$ cat src/design/ckc_pkg.sv
`default_nettype none

package ckc_pkg;

    localparam int KMER_LEN_DEF = 12;
    localparam int TABLE_BITS   = 24;
    localparam int COUNT_W      = 7;
    localparam logic [COUNT_W-1:0] LIMIT_RESET = 7'd127;

    localparam logic OP_COUNT  = 1'b0;
    localparam logic OP_LOOKUP = 1'b1;

    typedef struct packed {
        logic       opcode;
        logic [7:0] base_char;
        logic       read_start;
    } ckc_in_t;

    typedef struct packed {
        logic                  kmer_ready;
        logic [TABLE_BITS-1:0] canonical_index;
        logic [COUNT_W-1:0]    kmer_count;
    } ckc_out_t;

    typedef struct packed {
        logic ok;
        logic [1:0] code;
    } ckc_base_t;

    // Controller to datapath.
    typedef struct packed {
        logic clr_step;
        logic take_item;
        logic mem_read;
        logic commit;
    } ckc_cmd_t;

    // Datapath to controller.
    typedef struct packed {
        logic clr_last;
    } ckc_stat_t;

    function automatic ckc_base_t ckc_decode(input logic [7:0] c);
        ckc_base_t r;
        r.ok   = 1'b1;
        r.code = 2'd0;
        unique case (c)
            8'h41, 8'h61: r.code = 2'd0;
            8'h54, 8'h74: r.code = 2'd1;
            8'h43, 8'h63: r.code = 2'd2;
            8'h47, 8'h67: r.code = 2'd3;
            default:      r.ok   = 1'b0;
        endcase
        return r;
    endfunction

endpackage

`default_nettype wire

$ cat src/design/ckc_ctrl.sv
`default_nettype none

module ckc_ctrl
    import ckc_pkg::*;
(
    input  wire logic      aclk,
    input  wire logic      aresetn,
    input  wire logic      s_valid,
    output logic           s_ready,
    output logic           m_valid,
    input  wire logic      m_ready,
    input  wire ckc_stat_t stat,
    output ckc_cmd_t       cmd
);

    localparam logic [1:0] ST_CLEAR = 2'd0;
    localparam logic [1:0] ST_IDLE  = 2'd1;
    localparam logic [1:0] ST_READ  = 2'd2;
    localparam logic [1:0] ST_WRITE = 2'd3;

    logic [1:0] state_reg, state_next;
    logic       out_valid_reg, out_valid_next;

    always_comb begin
        state_next     = state_reg;
        out_valid_next = out_valid_reg;
        cmd            = '0;
        if (out_valid_reg && m_ready) begin
            out_valid_next = 1'b0;
        end
        unique case (state_reg)
            ST_CLEAR: begin
                cmd.clr_step = 1'b1;
                if (stat.clr_last) begin
                    state_next = ST_IDLE;
                end
            end
            ST_IDLE: begin
                if (s_valid) begin
                    cmd.take_item = 1'b1;
                    state_next    = ST_READ;
                end
            end
            ST_READ: begin
                cmd.mem_read = 1'b1;
                state_next   = ST_WRITE;
            end
            ST_WRITE: begin
                // hold until the output slot frees up
                if (!out_valid_reg || m_ready) begin
                    cmd.commit     = 1'b1;
                    out_valid_next = 1'b1;
                    state_next     = ST_IDLE;
                end
            end
            default: state_next = ST_CLEAR;
        endcase
    end

    always_ff @(posedge aclk) begin
        if (!aresetn) begin
            state_reg     <= ST_CLEAR;
            out_valid_reg <= 1'b0;
        end else begin
            state_reg     <= state_next;
            out_valid_reg <= out_valid_next;
        end
    end

    assign s_ready = (state_reg == ST_IDLE);
    assign m_valid = out_valid_reg;

endmodule

`default_nettype wire

$ cat config.mk
export PLATFORM = sky130hd
export DESIGN_NAME = ckc_ctrl
export DESIGN_NICKNAME = d
export VERILOG_FILES = /design/src/design/ckc_pkg.sv /design/src/design/ckc_ctrl.sv
export SDC_FILE = /design/constraint.sdc
export NUM_CORES = 1
export LEC_CHECK = 0
export BUFFER_PORTS_ARGS = -buffer_cell sky130_fd_sc_hd__buf_2
export CAP_MARGIN = 25
export CORE_AREA = 2 2 39 41
export CTS_CLUSTER_SIZE = 40
export DETAILED_ROUTE_END_ITERATION = 10
export DIE_AREA = 0 0 41 43
export PLACE_DENSITY = 0.39
export SYNTH_ARGS = -nofsm -noshare
export SYNTH_HDL_FRONTEND = slang
export SYNTH_SLANG_ARGS = --single-unit
export TNS_END_PERCENT = 5
$ cat constraint.sdc
create_clock -name aclk -period 1.71 [get_ports aclk]
set_input_delay 0.0855 -clock aclk [delete_from_list [all_inputs] [get_ports aclk]]
set_output_delay 0.0855 -clock aclk [all_outputs]
set_load 0.05 [all_outputs]
* Yosys cells after proc, flatten, opt, wreduce, memory -nomap -nowiden
Cells that the tools add are included.
** Word-level totals
- Bits in latches :: 0
- Memories :: 0
- Memory bits (writable) :: 0
- Register bits :: 3
- Memory bits (read-only) :: 0
- Input bits :: 5
** Operators by class
- Bitwise logic cells :: 0
- Divide/modulo/power cells :: 0
- Multiply operators :: 0
- $lt $le $gt $ge :: 0
- Shift-type cells :: 0
- Equal/unequal tests :: 6
- Muxes and demuxes :: 13
- Add/subtract/negate cells :: 0
- Reductions and logical operators :: 5
** Operators by type and width (count)
- two-way mux 1 bit :: 9
- one-hot mux 2 bit (4 select lines) :: 1
- two-way mux 2 bit :: 3
- inequality test 2 bit (second input constant) :: 3
- equality test 2 bit (second input constant) :: 2
- AND reduction 3 bit :: 1
- equality test 2 x 1 -> 1 bit (second input constant) :: 1
- zero test 2 bit :: 1
- logical AND 1 bit :: 1
- zero test 1 bit :: 1
- logical OR 1 bit :: 1

* Longest topological paths before layout
Gate-level depths: netlist of run 1.
- Depth after elaboration :: 4
- Gate-level depth with buffers :: 4
- Gate-level depth less buffers :: 4

* Least setup slack after synthesis of run 1
Ideal clock, no wire load.
- Path kind :: flip-flop to flip-flop
- From :: reg state_reg[0]
- To :: reg state_reg[0]
- Path buffers :: 0
- Slack :: 77 ps
- Stages on the path, launching flop included :: 5
- Arrival time :: 1561 ps
- Clock period less this slack :: 1633 ps
- Required time :: 1638 ps
- Cells stage by stage :: dfxtp_1 inv_1 ha_1 a222oi_1 mux2i_1
** On the way
- Word-level cells in the longest chain between the ends :: 3
** Ends and longest elaborated chain
- from (decl) :: line ckc_ctrl.sv:21 : logic [1:0] state_reg, state_next;
- from (signal assigned) :: line ckc_ctrl.sv:65 : state_reg <= state_next;
- equality test 2 bit (tied with other cells) :: line ckc_ctrl.sv:31 : unique case (state_reg)
- inequality test 2 bit (no source line)
- AND reduction 3 bit (no source line)
Several ways; a longest one is shown, not always the timed one.
A chain may end at the register's enable or synchronous reset.

* Final worst setup path of run 1
Ends and elaborated chain as after synthesis.

==> summary.md, run 1 <==
| Metric | Value |
|---|---|
| DR vias/cell | `3.566` |
| GRT Total Usage | `5.010%` |
| Starting Density | `15.37%` |
| Most common cell after layout, fill and taps aside | `buf_2` |
| Power Total | `563.4 uW` |
| Fillers | `159` |
| Maxcap violations | `0` |
| Number of global-route vias before repair | `180` |
| Post-synthesis cell type count | `10` |
| Worst hold slack | `0.1281 ns` |
| Final Cycle Share | `87.67%` |
| Max reg flops | `2` |
| CP max FO | `5` |
| Gate Count Post-Synth | `23` |
| Clk Tree Root Cell | `clkbuf_4` |
| Clock transition at path regs | `0.04 ns` |
| CTS Buf Count | `3` |
| RePlAce Congestion | `0.6096` |
| Lkg Pwr | `0.0001735 uW` |
| Antenna diodes | `0` |
| DRC | `0` |
| CP arrival | `1.66 ns` |
| Die Height | `43 um` |
| Critical path type | `flip-flop to flip-flop` |
| Global-route wire length before repair | `545 um` |
| Layout cell share with drive strength beyond 1 | `35.14%` |
| Max Clock Freq | `667.0 MHz` |
| Largest net degree at the start of global routing | `6` |
| Status | `finished, final reports clean` |
| Final Critical Period | `1.499 ns` |
| Worst slew pin tran | `0.4882 ns` |
| Setup violators final | `0` |
| Most frequent cells in the layout | `buf_2, ha_1, inv_1` |
| Final Hold Fails | `0` |
| Post-route ant nets | `0` |
| Vias after detailed routing | `189` |
| Sequential area share after synthesis | `28.24%` |
| Htree depth | `1` |
| Clk_lat worst skew | `0.23 ns` |
| Syn Nets | `33` |
| Ys Warns | `0` |
| IO Port Bufs | `10` |
| FP Rows | `14` |
| Setup_tns | `0 ns` |
| Crit path capture type | `flip-flop` |
| DRT Wirelength | `399 um` |
| Synthesized area per cell | `9.248 um^2` |
| Final design area excluding fillers | `309.0 um^2` |
| Overflow left after global routing | `0` |
| P per Cell Area | `1823 nW/um^2` |
| CTS Sinks | `3` |
| Sequential Area | `60.06 um^2` |
| Post-CTS sizing | `0` |
| Postcts setup bufs | `0` |
| Critical Path Start Type | `flip-flop` |
| Clk_skew | `0.001697 ns` |
| Final Max Slew Viols | `0` |
| Hold WC Path Type | `primary input to flip-flop` |
| RSZ-0062 raised after global routing | `false` |
| DIE WIDTH | `41 um` |
| Placement Cell Area | `282.8 um^2` |
| Max IR drop VDD | `0.0003143 V` |
| Hold_buf cts | `0` |
| TritonCTS clock tree | `done` |
| Required @ worst endpoint | `1.87 ns` |
| Final Util | `22.33%` |
| Core area | `1384 um^2` |
| Clock Path Buffers | `2` |
| Multi-input combinational cell area | `137.6 um^2` |
| Rel. slew slack | `67.46%` |
| Nets@finish | `48` |
| Area Overhead vs Synth | `45.29%` |
| IO Pins | `11` |
| Drt pass-1 iters | `4` |
| Initial antenna violation count | `0` |
| DRT iter0 DRCs | `2` |
| Drt wl/cell | `7.528 um` |
| Cell area after synthesis | `212.7 um^2` |
| FF+latch count, synth | `3` |
| Die area | `1763 um^2` |
## final cells by class
| cell class | count | share of cell area (%) |
|---|---|---|
| clock buffer | 4 | 8.502 |
| inverter | 4 | 4.858 |
| multi-input combinational | 16 | 44.53 |
| sequential | 3 | 19.43 |
| tap | 16 | 6.478 |
| timing repair buffer | 10 | 16.19 |
## power by group
group | switching, uW | internal (uW) | total, uW | leakage (uW)
Combinational | 235 | 92.1 | 327 | 0.000134
Sequential | 22.7 | 91.9 | 115 | 0.0000247
Clock | 34.8 | 87.3 | 122 | 0.0000150
## synth_stat cells
master | count | area [um^2]
and2_1 | 1 | 6.260
o21a_1 | 1 | 7.510
inv_1 | 4 | 15.01
mux2i_1 | 2 | 20.02
a222oi_1 | 1 | 10.01
ha_1 | 5 | 62.56
nor2b_1 | 2 | 12.51
or2b_1 | 1 | 7.510
nand2_1 | 3 | 11.26
dfxtp_1 | 3 | 60.06
## through the flow
step                      setup slack (ns)  cells
after floorplan                    0.07683     23
after global placement              0.1932     49
after detailed placement            0.1969     49
after CTS                           0.1881     53
after global routing                0.1256     53
final                               0.2108     53
## worst paths after layout
check / cells after the start / startpoint / endpoint / slack [ns]
setup / recovery: 4 / state_reg[0] / state_reg[0] / 0.21
hold / removal: 2 / aresetn / m_valid / 0.13
hold reg to reg: 2 / state_reg[1] / state_reg[1] / 0.51
setup reg to reg: 4 / state_reg[0] / state_reg[0] / 0.21
## routing by layer
layer  vias to the layer above  wire (um)  track usage, %
met3                         0         34           3.141
met2                         6        191           7.187
met4                         0          0           6.000
met5                         -          0               0
met1                        83        172           3.834
li1                        100          -               -
## cell families after synthesis
group | Yosys count | synth area share [%]
AO/OA/AOI/OAI | 2 | 8.237
AND/OR/NAND/NOR | 7 | 17.65
buffers and inverters | 4 | 7.057
multiplexers | 2 | 9.412
flip-flops | 3 | 28.24
adder cells (fa/ha/maj) | 5 | 29.41
## worst max-delay path, cell delays in order (launching register included)
cell,delay (ns)
dfxtp_1,0.40
inv_1,0.08
ha_1,0.22
a222oi_1,0.49
mux2i_1,0.24
Power figures use the tool's default switching activity.
==> run 2, diff against run 1 <==
==> constraint.sdc (replaced) <==
create_clock -name aclk -period 1.75 [get_ports aclk]
set_input_delay 0.0875 -clock aclk [delete_from_list [all_inputs] [get_ports aclk]]
set_output_delay 0.0875 -clock aclk [all_outputs]
set_load 0.05 [all_outputs]
==> run 2 against run 1 <==
Core utilization unchanged; sequential power shrank 3%; critical path type unchanged; total power shrank 2.1%.
==> summary.md, run 2 (synthesized netlist as in run 1, its figures left out) <==
| Metric | Value |
|---|---|
| Status | `finished, final reports clean` |
| Overflow left after global routing | `0 (unchanged)` |
| Worst slew pin tran | `0.5081 ns (+0.01997 ns)` |
| Hold_buf cts | `0 (unchanged)` |
| Pre-CTS setup slack | `0.2492 ns (+0.05228 ns)` |
| Reg-to-reg endpoint | `state_reg[0]` |
| Largest net degree at the start of global routing | `6 (unchanged)` |
| CTS Sinks | `3 (unchanged)` |
| Final Hold Fails | `0 (unchanged)` |
| DRC | `0 (unchanged)` |
| CP Cell Sequence | `inv_1, ha_1, a222oi_1, mux2i_1` |
| Final Cycle Share | `85.37% (-2.3 points)` |
| Drt wl/cell | `7.585 um (+0.75%)` |
| Global-route wire length before repair | `572 um (+5.0%)` |
| Hold WC Path Type | `primary input to flip-flop` |
| Post-route ant nets | `0 (unchanged)` |
| Crit path capture type | `flip-flop` |
| Die area | `1763 um^2 (unchanged)` |
| DR vias/cell | `3.717 (+4.2%)` |
| P per Cell Area | `1785 nW/um^2 (-2.1%)` |
| GRT Total Usage | `5.210% (+0.20 points)` |
| Nets@finish | `48 (unchanged)` |
| CTS Buf Count | `3 (unchanged)` |
| Layout cell share with drive strength beyond 1 | `35.14% (unchanged)` |
| Htree depth | `1 (unchanged)` |
| Worst R2R Start | `state_reg[0]` |
| Drt pass-1 iters | `4 (unchanged)` |
| TritonCTS clock tree | `done` |
| RSZ-0062 raised after global routing | `false` |
| Most common cell after layout, fill and taps aside | `buf_2` |
| Critical path type | `flip-flop to flip-flop` |
| FP Rows | `14 (unchanged)` |
| Crit path max-delay family | `compound AO/OA/AOI/OAI gates` |
| Hold Crit Depth | `2 (unchanged)` |
| Post-route worst setup slack | `0.2560 ns (+0.04524 ns)` |
| Clk_lat worst skew | `0.23 ns (about the same)` |
| Number of global-route vias before repair | `172 (-4.4%)` |
| Rel. slew slack | `66.12% (-1.3 points)` |
| CP max FO | `5 (unchanged)` |
| Post-CTS sizing | `0 (unchanged)` |
| Initial antenna violation count | `0 (unchanged)` |
| RePlAce Congestion | `0.6008 (-1.4%)` |
| Area Overhead vs Synth | `45.29% (unchanged)` |
| Critical Path Start Type | `flip-flop` |
| Antenna diodes | `0 (unchanged)` |
| Reg2reg path depth | `4 (unchanged)` |
| Die Height | `43 um (unchanged)` |
| DIE WIDTH | `41 um (unchanged)` |
| Starting Density | `15.37% (unchanged)` |
| Lkg Pwr | `0.0001735 uW (unchanged)` |
| DRT Wirelength | `402 um (+0.75%)` |
| Max reg flops | `2 (unchanged)` |
| Most frequent cells in the layout | `buf_2, ha_1, inv_1` |
| Final Max Slew Viols | `0 (unchanged)` |
| Setup_tns | `0 ns (unchanged)` |
| Worst hold endpoint | `m_valid` |
| CP max stage cell | `a222oi_1` |
| Vias after detailed routing | `197 (+4.2%)` |
| Setup violators final | `0 (unchanged)` |
| Final Critical Period | `1.494 ns (-0.005237 ns)` |
| Flop-to-flop setup slack | `0.26 ns (+0.05 ns)` |
| Max Clock Freq | `669.4 MHz (+0.35%)` |
| DRT iter0 DRCs | `6 (+4)` |
| Max IR drop VDD | `0.0003070 V (-2.3%)` |
| IO Pins | `11 (unchanged)` |
| Final HPWL DP | `343 um` |
| Clock Path Buffers | `2 (unchanged)` |
| IO Port Bufs | `10 (unchanged)` |
| Clk_skew | `0.001371 ns (-0.0003258 ns)` |
| Core area | `1384 um^2 (unchanged)` |
| Clock transition at path regs | `0.04 ns (about the same)` |
| CP arrival | `1.65 ns (about the same)` |
| WP buf/inv | `1 (unchanged)` |
| Maxcap violations | `0 (unchanged)` |
| Clk Tree Root Cell | `clkbuf_4` |
| Critical path's largest stage delay | `0.50 ns (about the same)` |
| Required @ worst endpoint | `1.91 ns (+0.04 ns)` |
| Postcts setup bufs | `0 (unchanged)` |
| Min-delay src | `aresetn` |
run 2: area by class of cell:
| cell class | count | area (um^2) |
|---|---|---|
| Fill cell | 156 | 1075 |
| Multi-Input combinational cell | 16 | 137.6 |
| Sequential cell | 3 | 60.06 |
| Timing Repair Buffer | 10 | 50.05 |
| Clock buffer | 4 | 26.28 |
| Tap cell | 16 | 20.02 |
| Inverter | 4 | 15.01 |
run 2: worst max path at each step:
stage               slack, ns          from  depth (start not counted)            to
global placement         0.24  state_reg[1]                          4  state_reg[1]
detailed placement       0.25  state_reg[0]                          4  state_reg[0]
floorplan                0.12  state_reg[0]                          4  state_reg[0]
global route             0.15  state_reg[0]                          4  state_reg[0]
finish                   0.26  state_reg[0]                          4  state_reg[0]
CTS                      0.24  state_reg[0]                          4  state_reg[0]
run 2: through the flow:
step / util (%) / power, uW / instances / hold WS, ns / area (um^2)
after floorplan: - / 383.4 / 23 / 0.2053 / 212.7
after global placement: 20.43 / 442.9 / 49 / 0.3730 / 282.8
after detailed placement: 20.43 / 439.4 / 49 / 0.3695 / 282.8
after CTS: 22.33 / 567.6 / 53 / 0.1242 / 309.0
after global routing: 22.33 / 594.4 / 53 / 0.1383 / 309.0
final: 22.33 / 551.6 / 53 / 0.1304 / 309.0
run 2: power breakdown:
group          switching, uW  leakage (uW)  internal [uW]
registers               21.7     0.0000247           89.8
clock network           33.7     0.0000150           85.3
logic                    230      0.000134           90.8
run 2: metal layers:
layer	GRT usage, %	wire length, um	up-vias
li1	-	-	100
met1	4.473	158	89
met2	7.187	203	8
met3	3.141	40	0
met4	6.000	0	0
met5	0	0	-
